File: config.mk
export PLATFORM = sky130hd
export DESIGN_NAME = i2c_master_byte_engine_flat
export DESIGN_NICKNAME = d
export VERILOG_FILES = /design/src/rtl/i2cm_pkg.sv /design/src/rtl/i2cm_ifs.sv /design/src/rtl/i2cm_csr.sv /design/src/rtl/i2cm_seq.sv /design/src/rtl/i2cm_out.sv /design/src/rtl/i2c_master_byte_engine.sv /design/src/flat_wrapper.sv
export SDC_FILE = /design/constraint.sdc
export NUM_CORES = 1
export LEC_CHECK = 0
export BUFFER_PORTS_ARGS = -buffer_cell sky130_fd_sc_hd__buf_2
export CAP_MARGIN = 40
export CORE_ASPECT_RATIO = 1.4
export CORE_MARGIN = 1.5
export CORE_UTILIZATION = 23
export DETAILED_ROUTE_END_ITERATION = 8
export HOLD_SLACK_MARGIN = 0.05
export MAX_ROUTING_LAYER = met4
export PLACE_DENSITY = 0.43
export SYNTH_ARGS = -nofsm -noshare
export SYNTH_HDL_FRONTEND = slang
export SYNTH_SLANG_ARGS = --single-unit
export TNS_END_PERCENT = 100
File: constraint.sdc
create_clock -name clock -period 3.1 [get_ports clock]
set_input_delay 0 -clock clock [delete_from_list [all_inputs] [get_ports clock]]
set_output_delay 0 -clock clock [all_outputs]
set_load 0.02 [all_outputs]
File: src/rtl/i2cm_pkg.sv
// ----------------------------------------------------------------------------
// i2cm_pkg
// Shared types and constants of the I2C master byte engine.
// ----------------------------------------------------------------------------
package i2cm_pkg;

   localparam int REQ_W   = 3;
   localparam int BYTE_W  = 8;
   localparam int REG_W   = 16;
   localparam int CSR_IDX_W = 2;

   // command codes
   localparam logic [REQ_W-1:0] REQ_NONE  = 3'd0;
   localparam logic [REQ_W-1:0] REQ_START = 3'd1;
   localparam logic [REQ_W-1:0] REQ_STOP  = 3'd2;
   localparam logic [REQ_W-1:0] REQ_WRITE = 3'd3;
   localparam logic [REQ_W-1:0] REQ_READ  = 3'd4;

   // register indexes
   localparam logic [CSR_IDX_W-1:0] CSR_HALF_PERIOD = 2'd0;
   localparam logic [CSR_IDX_W-1:0] CSR_ACK_WAIT    = 2'd1;

   localparam logic [REG_W-1:0]  REG_RESET_VALUE = 16'd100;
   localparam logic [BYTE_W-1:0] MSB_MASK        = 8'h80;

   typedef struct packed {
      logic [REG_W-1:0] half_len;   // never zero
      logic [REG_W-1:0] ack_len;    // never zero
   } cfg_type;

   typedef struct packed {
      logic              scl_release;
      logic              sda_release;
      logic              busy_res;
      logic              done_res;
      logic              got_ack;
      logic [BYTE_W-1:0] rx_byte;
   } rsp_type;

endpackage

File: src/rtl/i2cm_ifs.sv
// ----------------------------------------------------------------------------
// i2cm_req_if / i2cm_rsp_if
// Valid/ready channels for tick items and tick results.
// ----------------------------------------------------------------------------
interface i2cm_req_if
   import i2cm_pkg::*;
   ();
   logic              valid;
   logic              ready;
   logic [REQ_W-1:0]  req_type;
   logic [BYTE_W-1:0] tx_byte;
   logic              send_ack;
   logic              sda_line;
   logic              scl_line;

   modport source (output valid, req_type, tx_byte, send_ack, sda_line, scl_line,
                   input ready);
   modport sink   (input valid, req_type, tx_byte, send_ack, sda_line, scl_line,
                   output ready);
endinterface

interface i2cm_rsp_if
   import i2cm_pkg::*;
   ();
   logic              valid;
   logic              ready;
   logic              scl_release;
   logic              sda_release;
   logic              busy_res;
   logic              done_res;
   logic              got_ack;
   logic [BYTE_W-1:0] rx_byte;

   modport source (output valid, scl_release, sda_release, busy_res, done_res,
                   got_ack, rx_byte, input ready);
   modport sink   (input valid, scl_release, sda_release, busy_res, done_res,
                   got_ack, rx_byte, output ready);
endinterface

File: src/rtl/i2cm_csr.sv
// ----------------------------------------------------------------------------
// i2cm_csr
// Timing registers; a zero write behaves as one.
// ----------------------------------------------------------------------------
module i2cm_csr
   import i2cm_pkg::*;
(
   input  logic                 clock,
   input  logic                 reset,
   input  logic                 csr_we,
   input  logic [CSR_IDX_W-1:0] csr_index,
   input  logic [REG_W-1:0]     csr_wdata,
   output cfg_type              cfg
);

   logic [REG_W-1:0] half_ff, half_in;
   logic [REG_W-1:0] ackw_ff, ackw_in;

   always_comb begin
      half_in = half_ff;
      ackw_in = ackw_ff;
      if (csr_we) begin
         unique case (csr_index)
            CSR_HALF_PERIOD: half_in = csr_wdata;
            CSR_ACK_WAIT:    ackw_in = csr_wdata;
            default: ;
         endcase
      end
   end

   always_ff @(posedge clock) begin
      if (reset) begin
         half_ff <= REG_RESET_VALUE;
         ackw_ff <= REG_RESET_VALUE;
      end else begin
         half_ff <= half_in;
         ackw_ff <= ackw_in;
      end
   end

   assign cfg.half_len = (half_ff == '0) ? REG_W'(1) : half_ff;
   assign cfg.ack_len  = (ackw_ff == '0) ? REG_W'(1) : ackw_ff;

endmodule

File: src/rtl/i2cm_seq.sv
// ----------------------------------------------------------------------------
// i2cm_seq
// Bus sequencer: phase, half-period timer and bit shifter, one tick per item.
// ----------------------------------------------------------------------------
module i2cm_seq
   import i2cm_pkg::*;
(
   input  logic              clock,
   input  logic              reset,
   input  logic              tick,
   input  cfg_type           cfg,
   input  logic [REQ_W-1:0]  req_type,
   input  logic [BYTE_W-1:0] tx_byte,
   input  logic              send_ack,
   input  logic              sda_line,
   input  logic              scl_line,
   output rsp_type           rsp_next
);

   localparam logic [2:0] PH_IDLE    = 3'd0;
   localparam logic [2:0] PH_START   = 3'd1;
   localparam logic [2:0] PH_STOP    = 3'd2;
   localparam logic [2:0] PH_WRITE   = 3'd3;
   localparam logic [2:0] PH_STRETCH = 3'd4;
   localparam logic [2:0] PH_ACKWAIT = 3'd5;
   localparam logic [2:0] PH_READ    = 3'd6;

   localparam logic [2:0] STEP_0 = 3'd0;
   localparam logic [2:0] STEP_1 = 3'd1;
   localparam logic [2:0] STEP_2 = 3'd2;
   localparam logic [2:0] STEP_3 = 3'd3;
   localparam logic [2:0] STEP_4 = 3'd4;

   logic [2:0]        phase_ff, phase_in;
   logic [2:0]        step_ff, step_in;
   logic [REG_W-1:0]  tick_ff, tick_in;
   logic [3:0]        bit_ff, bit_in;
   logic [BYTE_W-1:0] shift_ff, shift_in;
   logic [REG_W-1:0]  ackcnt_ff, ackcnt_in;
   logic              scl_ff, scl_in;
   logic              sda_ff, sda_in;
   logic              ackch_ff, ackch_in;
   logic              ackres_ff, ackres_in;
   logic [BYTE_W-1:0] rx_ff, rx_in;
   logic              done;
   logic [REG_W-1:0]  tick_dec;
   logic [3:0]        bit_inc;
   logic [BYTE_W-1:0] shift_wr;
   logic [BYTE_W-1:0] shift_rd;
   logic [REG_W-1:0]  ackcnt_inc;

   assign tick_dec   = tick_ff - REG_W'(1);
   assign bit_inc    = bit_ff + 4'd1;
   assign shift_wr   = {shift_ff[BYTE_W-2:0], 1'b0};
   assign shift_rd   = {shift_ff[BYTE_W-2:0], sda_line};
   assign ackcnt_inc = ackcnt_ff + REG_W'(1);

   always_comb begin
      phase_in  = phase_ff;
      step_in   = step_ff;
      tick_in   = tick_ff;
      bit_in    = bit_ff;
      shift_in  = shift_ff;
      ackcnt_in = ackcnt_ff;
      scl_in    = scl_ff;
      sda_in    = sda_ff;
      ackch_in  = ackch_ff;
      ackres_in = ackres_ff;
      rx_in     = rx_ff;
      done      = 1'b0;

      unique case (phase_ff)
         PH_IDLE: begin
            if (req_type == REQ_START || req_type == REQ_STOP ||
                req_type == REQ_WRITE || req_type == REQ_READ) begin
               step_in = STEP_0;
               bit_in  = '0;
               tick_in = cfg.half_len;
               unique case (req_type)
                  REQ_START: begin
                     phase_in = PH_START;
                     sda_in   = 1'b1;
                  end
                  REQ_STOP: begin
                     phase_in = PH_STOP;
                     sda_in   = 1'b0;
                  end
                  REQ_WRITE: begin
                     phase_in = PH_WRITE;
                     shift_in = tx_byte;
                     sda_in   = |(tx_byte & MSB_MASK);
                  end
                  default: begin
                     phase_in = PH_READ;
                     ackch_in = send_ack;
                     shift_in = '0;
                     scl_in   = 1'b0;
                     sda_in   = 1'b1;
                  end
               endcase
            end
         end
         PH_STRETCH: begin
            if (scl_line) begin
               phase_in  = PH_ACKWAIT;
               ackcnt_in = '0;
            end
         end
         PH_ACKWAIT: begin
            if (!sda_line) begin
               ackres_in = 1'b1;
               done      = 1'b1;
            end else begin
               ackcnt_in = ackcnt_inc;
               if (ackcnt_inc >= cfg.ack_len) begin
                  ackres_in = 1'b0;
                  done      = 1'b1;
               end
            end
            if (done) begin
               scl_in = 1'b0;
            end
         end
         PH_START, PH_STOP, PH_WRITE, PH_READ: begin
            tick_in = tick_dec;
            if (tick_dec == '0) begin
               tick_in = cfg.half_len;
               unique case (phase_ff)
                  PH_START: begin
                     priority case (step_ff)
                        STEP_0: begin scl_in = 1'b1; step_in = STEP_1; end
                        STEP_1: begin sda_in = 1'b0; step_in = STEP_2; end
                        STEP_2: begin scl_in = 1'b0; step_in = STEP_3; end
                        default: done = 1'b1;
                     endcase
                  end
                  PH_STOP: begin
                     priority case (step_ff)
                        STEP_0: begin scl_in = 1'b1; step_in = STEP_1; end
                        STEP_1: begin sda_in = 1'b1; step_in = STEP_2; end
                        default: begin
                           scl_in = 1'b0;
                           sda_in = 1'b1;
                           done   = 1'b1;
                        end
                     endcase
                  end
                  PH_WRITE: begin
                     priority case (step_ff)
                        STEP_0: begin scl_in = 1'b1; step_in = STEP_1; end
                        STEP_1: begin scl_in = 1'b0; step_in = STEP_2; end
                        STEP_2: begin
                           bit_in   = bit_inc;
                           shift_in = shift_wr;
                           if (!bit_inc[3]) begin
                              sda_in  = |(shift_wr & MSB_MASK);
                              step_in = STEP_0;
                           end else begin
                              sda_in  = 1'b1;
                              step_in = STEP_3;
                           end
                        end
                        default: begin
                           scl_in   = 1'b1;
                           phase_in = PH_STRETCH;
                        end
                     endcase
                  end
                  default: begin
                     priority case (step_ff)
                        STEP_0: begin scl_in = 1'b1; step_in = STEP_1; end
                        STEP_1: begin
                           shift_in = shift_rd;
                           scl_in   = 1'b0;
                           bit_in   = bit_inc;
                           step_in  = bit_inc[3] ? STEP_2 : STEP_0;
                        end
                        STEP_2: begin sda_in = !ackch_ff; step_in = STEP_3; end
                        STEP_3: begin scl_in = 1'b1; step_in = STEP_4; end
                        default: begin
                           scl_in = 1'b0;
                           rx_in  = shift_ff;
                           done   = 1'b1;
                        end
                     endcase
                  end
               endcase
            end
         end
         default: ;
      endcase

      if (done) begin
         phase_in = PH_IDLE;
      end
   end

   always_ff @(posedge clock) begin
      if (reset) begin
         phase_ff  <= PH_IDLE;
         step_ff   <= STEP_0;
         tick_ff   <= '0;
         bit_ff    <= '0;
         shift_ff  <= '0;
         ackcnt_ff <= '0;
         scl_ff    <= 1'b0;
         sda_ff    <= 1'b1;
         ackch_ff  <= 1'b0;
         ackres_ff <= 1'b0;
         rx_ff     <= '0;
      end else if (tick) begin
         phase_ff  <= phase_in;
         step_ff   <= step_in;
         tick_ff   <= tick_in;
         bit_ff    <= bit_in;
         shift_ff  <= shift_in;
         ackcnt_ff <= ackcnt_in;
         scl_ff    <= scl_in;
         sda_ff    <= sda_in;
         ackch_ff  <= ackch_in;
         ackres_ff <= ackres_in;
         rx_ff     <= rx_in;
      end
   end

   assign rsp_next.scl_release = scl_in;
   assign rsp_next.sda_release = sda_in;
   assign rsp_next.busy_res    = (phase_in != PH_IDLE);
   assign rsp_next.done_res    = done;
   assign rsp_next.got_ack     = ackres_in;
   assign rsp_next.rx_byte     = rx_in;

endmodule

File: src/rtl/i2cm_out.sv
// ----------------------------------------------------------------------------
// i2cm_out
// Result register: holds one tick result until the sink takes it.
// ----------------------------------------------------------------------------
module i2cm_out
   import i2cm_pkg::*;
(
   input  logic    clock,
   input  logic    reset,
   input  logic    load,
   input  rsp_type data_in,
   input  logic    take,
   output logic    valid,
   output rsp_type data_out
);

   logic    valid_ff, valid_in;
   rsp_type data_ff;

   assign valid_in = load | (valid_ff & !take);

   always_ff @(posedge clock) begin
      if (reset) begin
         valid_ff <= 1'b0;
      end else begin
         valid_ff <= valid_in;
      end
   end

   always_ff @(posedge clock) begin
      if (load) begin
         data_ff <= data_in;
      end
   end

   assign valid    = valid_ff;
   assign data_out = data_ff;

endmodule

File: src/rtl/i2c_master_byte_engine.sv
// ----------------------------------------------------------------------------
// i2c_master_byte_engine
// Open-drain I2C master byte engine: start, stop, write byte, read byte.
//
//   channel   dir  transfer carries
//   req_bus   in   one bus tick: command, tx byte, ack choice, SCL/SDA levels
//   rsp_bus   out  one result per tick: line releases, busy, done, ack, rx byte
//   csr_*     in   timing register writes, no handshake
//
// Each tick item's result is registered in the result register; a new tick
// is taken every cycle unless rsp_bus stalls a waiting result. The result
// register is the only buffer: req_bus.ready drops only while a result waits
// and rsp_bus is stalled. Synchronous reset returns the sequencer to idle
// with SCL pulled low and SDA released, and both timing registers to 100.
// ----------------------------------------------------------------------------
module i2c_master_byte_engine
   import i2cm_pkg::*;
(
   input  logic                 clock,
   input  logic                 reset,
   i2cm_req_if.sink             req_bus,
   i2cm_rsp_if.source           rsp_bus,
   input  logic                 csr_we,
   input  logic [CSR_IDX_W-1:0] csr_index,
   input  logic [REG_W-1:0]     csr_wdata
);

   cfg_type cfg;
   rsp_type rsp_next;
   rsp_type rsp_q;
   logic    rsp_valid;
   logic    tick;

   assign req_bus.ready = !rsp_valid || rsp_bus.ready;
   assign tick          = req_bus.valid && req_bus.ready;

   i2cm_csr u_csr (
      .clock     (clock),
      .reset     (reset),
      .csr_we    (csr_we),
      .csr_index (csr_index),
      .csr_wdata (csr_wdata),
      .cfg       (cfg)
   );

   i2cm_seq u_seq (
      .clock    (clock),
      .reset    (reset),
      .tick     (tick),
      .cfg      (cfg),
      .req_type (req_bus.req_type),
      .tx_byte  (req_bus.tx_byte),
      .send_ack (req_bus.send_ack),
      .sda_line (req_bus.sda_line),
      .scl_line (req_bus.scl_line),
      .rsp_next (rsp_next)
   );

   i2cm_out u_out (
      .clock    (clock),
      .reset    (reset),
      .load     (tick),
      .data_in  (rsp_next),
      .take     (rsp_bus.ready),
      .valid    (rsp_valid),
      .data_out (rsp_q)
   );

   assign rsp_bus.valid       = rsp_valid;
   assign rsp_bus.scl_release = rsp_q.scl_release;
   assign rsp_bus.sda_release = rsp_q.sda_release;
   assign rsp_bus.busy_res    = rsp_q.busy_res;
   assign rsp_bus.done_res    = rsp_q.done_res;
   assign rsp_bus.got_ack     = rsp_q.got_ack;
   assign rsp_bus.rx_byte     = rsp_q.rx_byte;

endmodule

File: src/flat_wrapper.sv
// flat-port wrapper written by rule: the top's interface ports become plain ports
module i2c_master_byte_engine_flat import i2cm_pkg::*;
  (clock, reset, csr_we, csr_index, csr_wdata, req_bus_valid, req_bus_req_type, req_bus_tx_byte, req_bus_send_ack, req_bus_sda_line, req_bus_scl_line, req_bus_ready, rsp_bus_valid, rsp_bus_scl_release, rsp_bus_sda_release, rsp_bus_busy_res, rsp_bus_done_res, rsp_bus_got_ack, rsp_bus_rx_byte, rsp_bus_ready);
  i2cm_req_if req_bus_i ();
  i2cm_rsp_if rsp_bus_i ();
  input  logic clock;
  input  logic reset;
  input  logic csr_we;
  input  logic [CSR_IDX_W-1:0] csr_index;
  input  logic [REG_W-1:0] csr_wdata;
  input wire logic [$bits(req_bus_i.valid)-1:0] req_bus_valid;
  input wire logic [$bits(req_bus_i.req_type)-1:0] req_bus_req_type;
  input wire logic [$bits(req_bus_i.tx_byte)-1:0] req_bus_tx_byte;
  input wire logic [$bits(req_bus_i.send_ack)-1:0] req_bus_send_ack;
  input wire logic [$bits(req_bus_i.sda_line)-1:0] req_bus_sda_line;
  input wire logic [$bits(req_bus_i.scl_line)-1:0] req_bus_scl_line;
  output wire logic [$bits(req_bus_i.ready)-1:0] req_bus_ready;
  output wire logic [$bits(rsp_bus_i.valid)-1:0] rsp_bus_valid;
  output wire logic [$bits(rsp_bus_i.scl_release)-1:0] rsp_bus_scl_release;
  output wire logic [$bits(rsp_bus_i.sda_release)-1:0] rsp_bus_sda_release;
  output wire logic [$bits(rsp_bus_i.busy_res)-1:0] rsp_bus_busy_res;
  output wire logic [$bits(rsp_bus_i.done_res)-1:0] rsp_bus_done_res;
  output wire logic [$bits(rsp_bus_i.got_ack)-1:0] rsp_bus_got_ack;
  output wire logic [$bits(rsp_bus_i.rx_byte)-1:0] rsp_bus_rx_byte;
  input wire logic [$bits(rsp_bus_i.ready)-1:0] rsp_bus_ready;
  assign req_bus_i.valid = req_bus_valid;
  assign req_bus_i.req_type = req_bus_req_type;
  assign req_bus_i.tx_byte = req_bus_tx_byte;
  assign req_bus_i.send_ack = req_bus_send_ack;
  assign req_bus_i.sda_line = req_bus_sda_line;
  assign req_bus_i.scl_line = req_bus_scl_line;
  assign req_bus_ready = req_bus_i.ready;
  assign rsp_bus_valid = rsp_bus_i.valid;
  assign rsp_bus_scl_release = rsp_bus_i.scl_release;
  assign rsp_bus_sda_release = rsp_bus_i.sda_release;
  assign rsp_bus_busy_res = rsp_bus_i.busy_res;
  assign rsp_bus_done_res = rsp_bus_i.done_res;
  assign rsp_bus_got_ack = rsp_bus_i.got_ack;
  assign rsp_bus_rx_byte = rsp_bus_i.rx_byte;
  assign rsp_bus_i.ready = rsp_bus_ready;
  i2c_master_byte_engine u_core (.clock(clock), .reset(reset), .req_bus(req_bus_i), .rsp_bus(rsp_bus_i), .csr_we(csr_we), .csr_index(csr_index), .csr_wdata(csr_wdata));
endmodule
# Word level (Yosys, flattened, before mapping)
# Index checks and enable logic that the tools add are counted.
# totals
wordCells	162
in_bits	37
output_inout_bits	15
register_bits	108
# op_classes
reduce_logical	34
add_sub_neg	3
n_eq_ne	26
n_lt_le_gt_ge	1
bitwise_logic	3
n_mux	75
# ops
cell	count
2-to-1 mux 16 bit	6
2-to-1 mux 8 bit	8
case mux 16 bit (2 select lines)	2
logical NOT 16 bit	3
case mux 8 bit (2 select lines)	3
case mux 3 bit (3 select lines)	5
2-to-1 mux 3 bit	8
2-to-1 mux 1 bit	21
equality test 3 x 2 -> 1 bit (second input constant)	6
adder 16 x 1 -> 16 bit (second input constant)	1
greater-or-equal comparator 16 bit	1
2-to-1 mux 4 bit	4
case mux 4 bit (2 select lines)	2
AND reduction 8 bit	2
subtractor 16 x 1 -> 16 bit (second input constant)	1
!= test 5 bit (second input constant)	3
case mux 1 bit (2 select lines)	7
equality test 3 bit (second input constant)	4
!= test 2 bit (second input constant)	6
case mux 1 bit (3 select lines)	4
case mux 3 bit (2 select lines)	2
case mux 3 bit (4 select lines)	1
equality test 3 x 1 -> 1 bit (second input constant)	3
OR reduction 3 bit	3
21 further kinds	36

# Longest topological paths before layout
# depth
word_depth	9
mapped_depth	15

# By module
# Synthesis repeated with hierarchy kept, for this count alone.
# unflattened
hier_cells	854
hier_area_um2	6655.1
# by_module_without_submodules
module	seq_area_each_um2	cells_each	n_inst	area_per_inst_um2
i2cm_seq	1241.2	654	1	4879.7
i2cm_csr	640.6	181	1	1323.8
i2cm_out	410.4	17	1	429.2
i2c_master_byte_engine	0.0	2	1	22.5

# Worst setup path after synthesis
# Ideal clock, no wire load.
# synth_timing
path_type	register to register
start	register u_core.u_seq.ackcnt_ff[0]
end	register u_core.u_out.data_ff (netlist bit u_core.u_out.data_out[10]) (data pin)
t_required_ns	2.836
arrival_time_ns	2.978
slack_ns	-0.142
setup_time_ns	0.264
path_stages_with_launch	16
n_path_buf	1
path_cell_list	dfxtp_1 > ha_1 > nand3_1 > nor3_1 > and3_1 > clkbuf_1 > nand3_1 > xnor2_1 > ha_1 > nand2_1 > nor4_1 > o2111ai_1 > nand3_1 > and2_1 > a21o_1 > o21ai_0
# synth_rtl
item	line	rtl
start: declaration	i2cm_seq.sv:39	logic [REG_W-1:0] ackcnt_ff, ackcnt_in;
start signal: assignment	i2cm_seq.sv:217	ackcnt_ff <= ackcnt_in;
end signal: assignment	i2cm_out.sv:32	data_ff <= data_in;
end: declaration	i2cm_out.sv:18	rsp_type data_ff;

==> metrics.md <==
| Metric | Value |
|---|---|
| Routability Congestion | `0.825` |
| Vias | `5,747` |
| First-pass GRT wire length | `30,700 um` |
| Post-synth top area cell | `dfxtp_1` |
| Final wirelength | `19,300 um` |
| Yosys Warn Count | `0` |
| Total of max-cap violations | `0` |
| Final setup viols | `0` |
| Final WS setup | `0.150 ns` |
| Area of the multi-input gates | `0.00365 mm2` |
| Detailed Place HPWL | `14,000 um` |
| CTS H-Tree Depth | `3` |
| RSZ-0062 raised after global routing | `true` |
| Drt first pass iters | `6` |
| Max Root-Sink Buffers | `2` |
| DR iter-0 viols | `261` |
| Main synth FF type | `dfxtp_1` |
| Gate count of the mapped netlist | `764` |
| Antenna-violating nets left | `0` |
| Crit Path Max Fanout | `3` |
| Crit path cell chain | `ha_4 -> nand3_4 -> nor3_4 -> and3_4 -> nand3_2 -> xnor2_2 -> ha_1 -> nand2_2 -> nor4_2 -> o2111ai_1 -> nand3_1 -> and2_4 -> a21o_1 -> o21ai_1` |
| Status | `completed` |
| Vias per inst | `a little under 5` |
| Initial antenna violation count | `0` |
| Site row count | `70` |
| Final worst path period need | `2.95 ns` |
| Die ar. | `approximately 0.028 mm2` |
| WP data required | `3.21 ns` |
| Final hold violations | `0` |
| Post-synth top area share | `30.9%` |
| WP buf/inv | `0` |
| Synth cell count leaders | `nand2_1 (124), dfxtp_1 (95), a21oi_1 (71)` |
| Die W | `around 140 um` |
| Max incr delay on CP | `0.37 ns` |
| Number of max-slew violations in the final report | `0` |
| Post-synth cell types | `69` |
| EDFF count, synth | `13` |
| Cell area after synthesis | `between 0.006 and 0.007 mm2` |
| Syn avg cell area | `8.06 um2` |
| ANT cells | `0` |
| Area growth from synthesis to layout | `25.8%` |
| Crit share post-route | `95.1%` |
| Initial Utilization | `23.5%` |
| Util after Layout | `about 30%` |
| Crit start category | `flip-flop` |
| Leakage | `2.98 nW` |
| IO buf count | `51` |
| CTS tree | `built` |
| Register area | `0.00230 mm2` |
| Achievable Freq | `339 MHz` |
| Fin nets | `915` |
| Share of post-route cells with drive strength above 1 | `between 20% and 30%` |
| Slew @ Worst Pin | `0.749 ns` |
| Gr usage total | `14.6%` |
| Clock slew at reported path FFs | `0.08 ns` |
| WS Path Type | `reg -> reg` |
| GRT overflow | `0` |
| Placement Setup Slack | `-0.00325 ns` |
| Count leader, synth | `nand2_1` |
| Asr flop ratio synth | `0%` |
| Layout Skew | `0.0142 ns` |
| Post-Place Cell Area | `~0.0070 mm2` |
| Filler instances | `between 2k and 3k` |
| Root Driver | `clkbuf_16` |
| Pwr dens | `438 mW/mm2` |
| Largest net degree at the start of global routing | `between 50 and 60` |
| Min-delay worst type | `in -> reg` |
| # IOs | `52` |
| Syn_nets | `821` |
| DRC | `0` |
| #FFs+latches synth | `between 100 and 150` |
| Peak supply drop | `0.216 mV` |
| Critical path capture point type | `flip-flop` |
| Clock sinks | `108` |
| Seq/Total Area, Yosys | `a little under two fifths` |
| Synth area leaders | `dfxtp_1 (31%), nand2_1 (7.6%), edfxtp_1 (6.3%), a21oi_1 (5.8%), ha_1 (4.1%)` |
| Critical Path AT | `between 3 and 4 ns` |
| Worst skew pair latency | `about 0.37 ns` |
| DR WL/cell | `16.3 um` |
| CP max stage cell | `dfxtp_4` |
| Die Ht | `197 um` |
| Vias in the first global route | `roughly 5.6k` |
| Finished Cell Area | `0.00774 mm2` |
| Family with the most delay on the worst path | `simple AND/OR/NAND/NOR gates` |
| Core ar. | `about 0.026 mm2` |
| Num CTS Buffers | `9` |
| Rel. slew slack | `between 50 and 60%` |
## report_power, final
group	internal, mW	leakage, nW	switching, mW	total, mW
Combinational	0.268	1.93	0.384	0.652
Clock	0.574	0.145	0.623	1.20
Sequential	1.47	0.904	0.0696	1.54
Total	2.31	2.98	1.08	3.39
## worst min-delay path: cells and delay by family
family / cells / cell delay [ns]
buffers and inverters: 1 / 0.17
AO/OA/AOI/OAI: 2 / 0.17
AND/OR/NAND/NOR: 1 / 0.07
## state kept, by name, summed over array words and instances, names as in the netlist
| register | cells |
|---|---|
| u_core.u_csr.ackw_ff | 16 |
| u_core.u_csr.half_ff | 16 |
| u_core.u_seq.ackcnt_ff | 16 |
| u_core.u_seq.tick_ff | 16 |
| u_core.u_out.data_out | 13 |
| u_core.u_seq.rx_ff | 8 |
| u_core.u_seq.shift_ff | 8 |
| u_core.u_seq.bit_ff | 4 |
| u_core.u_seq.phase_ff | 3 |
| u_core.u_seq.step_ff | 3 |
| u_core.u_out.valid | 1 |
| u_core.u_seq.ackch_ff | 1 |
| u_core.u_seq.ackres_ff | 1 |
| u_core.u_seq.scl_ff | 1 |
| u_core.u_seq.sda_ff | 1 |
## placed cells by master, fill, tap and decap left out, types with 10 or more instances in the layout
cell	synthesis	layout
nand2_1	124	121
mux2i_1	12	12
buf_2	5	51
a22oi_1	14	14
nor3_1	25	23
buf_4	0	53
edfxtp_1	13	13
dfxtp_1	95	91
xor2_1	12	12
a31oi_1	12	12
a211oi_1	14	14
inv_1	30	30
o21ai_0	30	27
a21oi_1	71	69
nand3_1	28	24
dlygate4sd3_1	0	29
ha_1	20	19
nor4_1	12	10
nor2_1	58	58
## cells by family after synthesis
group	share of synthesized area, %
AOI/OAI and AO/OA	21.5
xor gates and xnor gates	3.13
muxes	3.60
adders and majority gates	4.07
buffers and inverters	5.59
and+or+nand+nor	24.9
DFF	37.2
## final cells by class
| type | count | area share (%) |
|---|---|---|
| multi-input combinational | 575 | 47.2 |
| sequential | 108 | 29.7 |
| timing repair buffer | 134 | 12.4 |
| tap | 324 | 5.24 |
| clock buffer | 9 | 2.91 |
| inverter | 30 | 1.45 |
| clock inverter | 7 | 1.07 |
## path summary, 6_finish.rpt
check / startpoint / to / slack, ns / depth (start not counted)
setup / recovery: u_core.u_seq.ackcnt_ff[0] / u_core.u_out.data_out[10] / 0.15 / 14
hold / removal: req_bus_sda_line / u_core.u_seq.ackres_ff / 0.09 / 4
setup reg to reg: u_core.u_seq.ackcnt_ff[0] / u_core.u_out.data_out[10] / 0.15 / 14
hold reg to reg: u_core.u_seq.rx_ff[7] / u_core.u_seq.rx_ff[7] / 0.46 / 2
## metrics by stage
stage                     instances  TNS [ns]  power, mW  hold WS [ns]
after floorplan                 764         0       1.98         0.124
after global placement         1139   -0.0103       2.20         0.251
after CTS                      1185   -0.0228       3.45        0.0794
after global routing           1187   -0.0992       3.59        0.0990
final                          1187         0       3.39        0.0910
after detailed placement       1140  -0.00325       2.20         0.241
## metal layers
metal	up-vias	GRT usage [%]	share of wire, %	wire length [um]
li1	2927	-	-	-
met1	2726	16.5	43	8330
met2	75	26.1	52	10100
met3	19	2.26	2.7	529
met4	0	4.63	1.7	327
met5	-	-	0	0
## timing repair
action,CTS,global route
endpoints found under the setup margin,1,7
resized for setup,1,29
buffers inserted,0,2
pin swaps,0,10
hold buffers,29,0
hold endpoints to repair,42,0
Note: power is estimated with default switching activity, not from simulation.
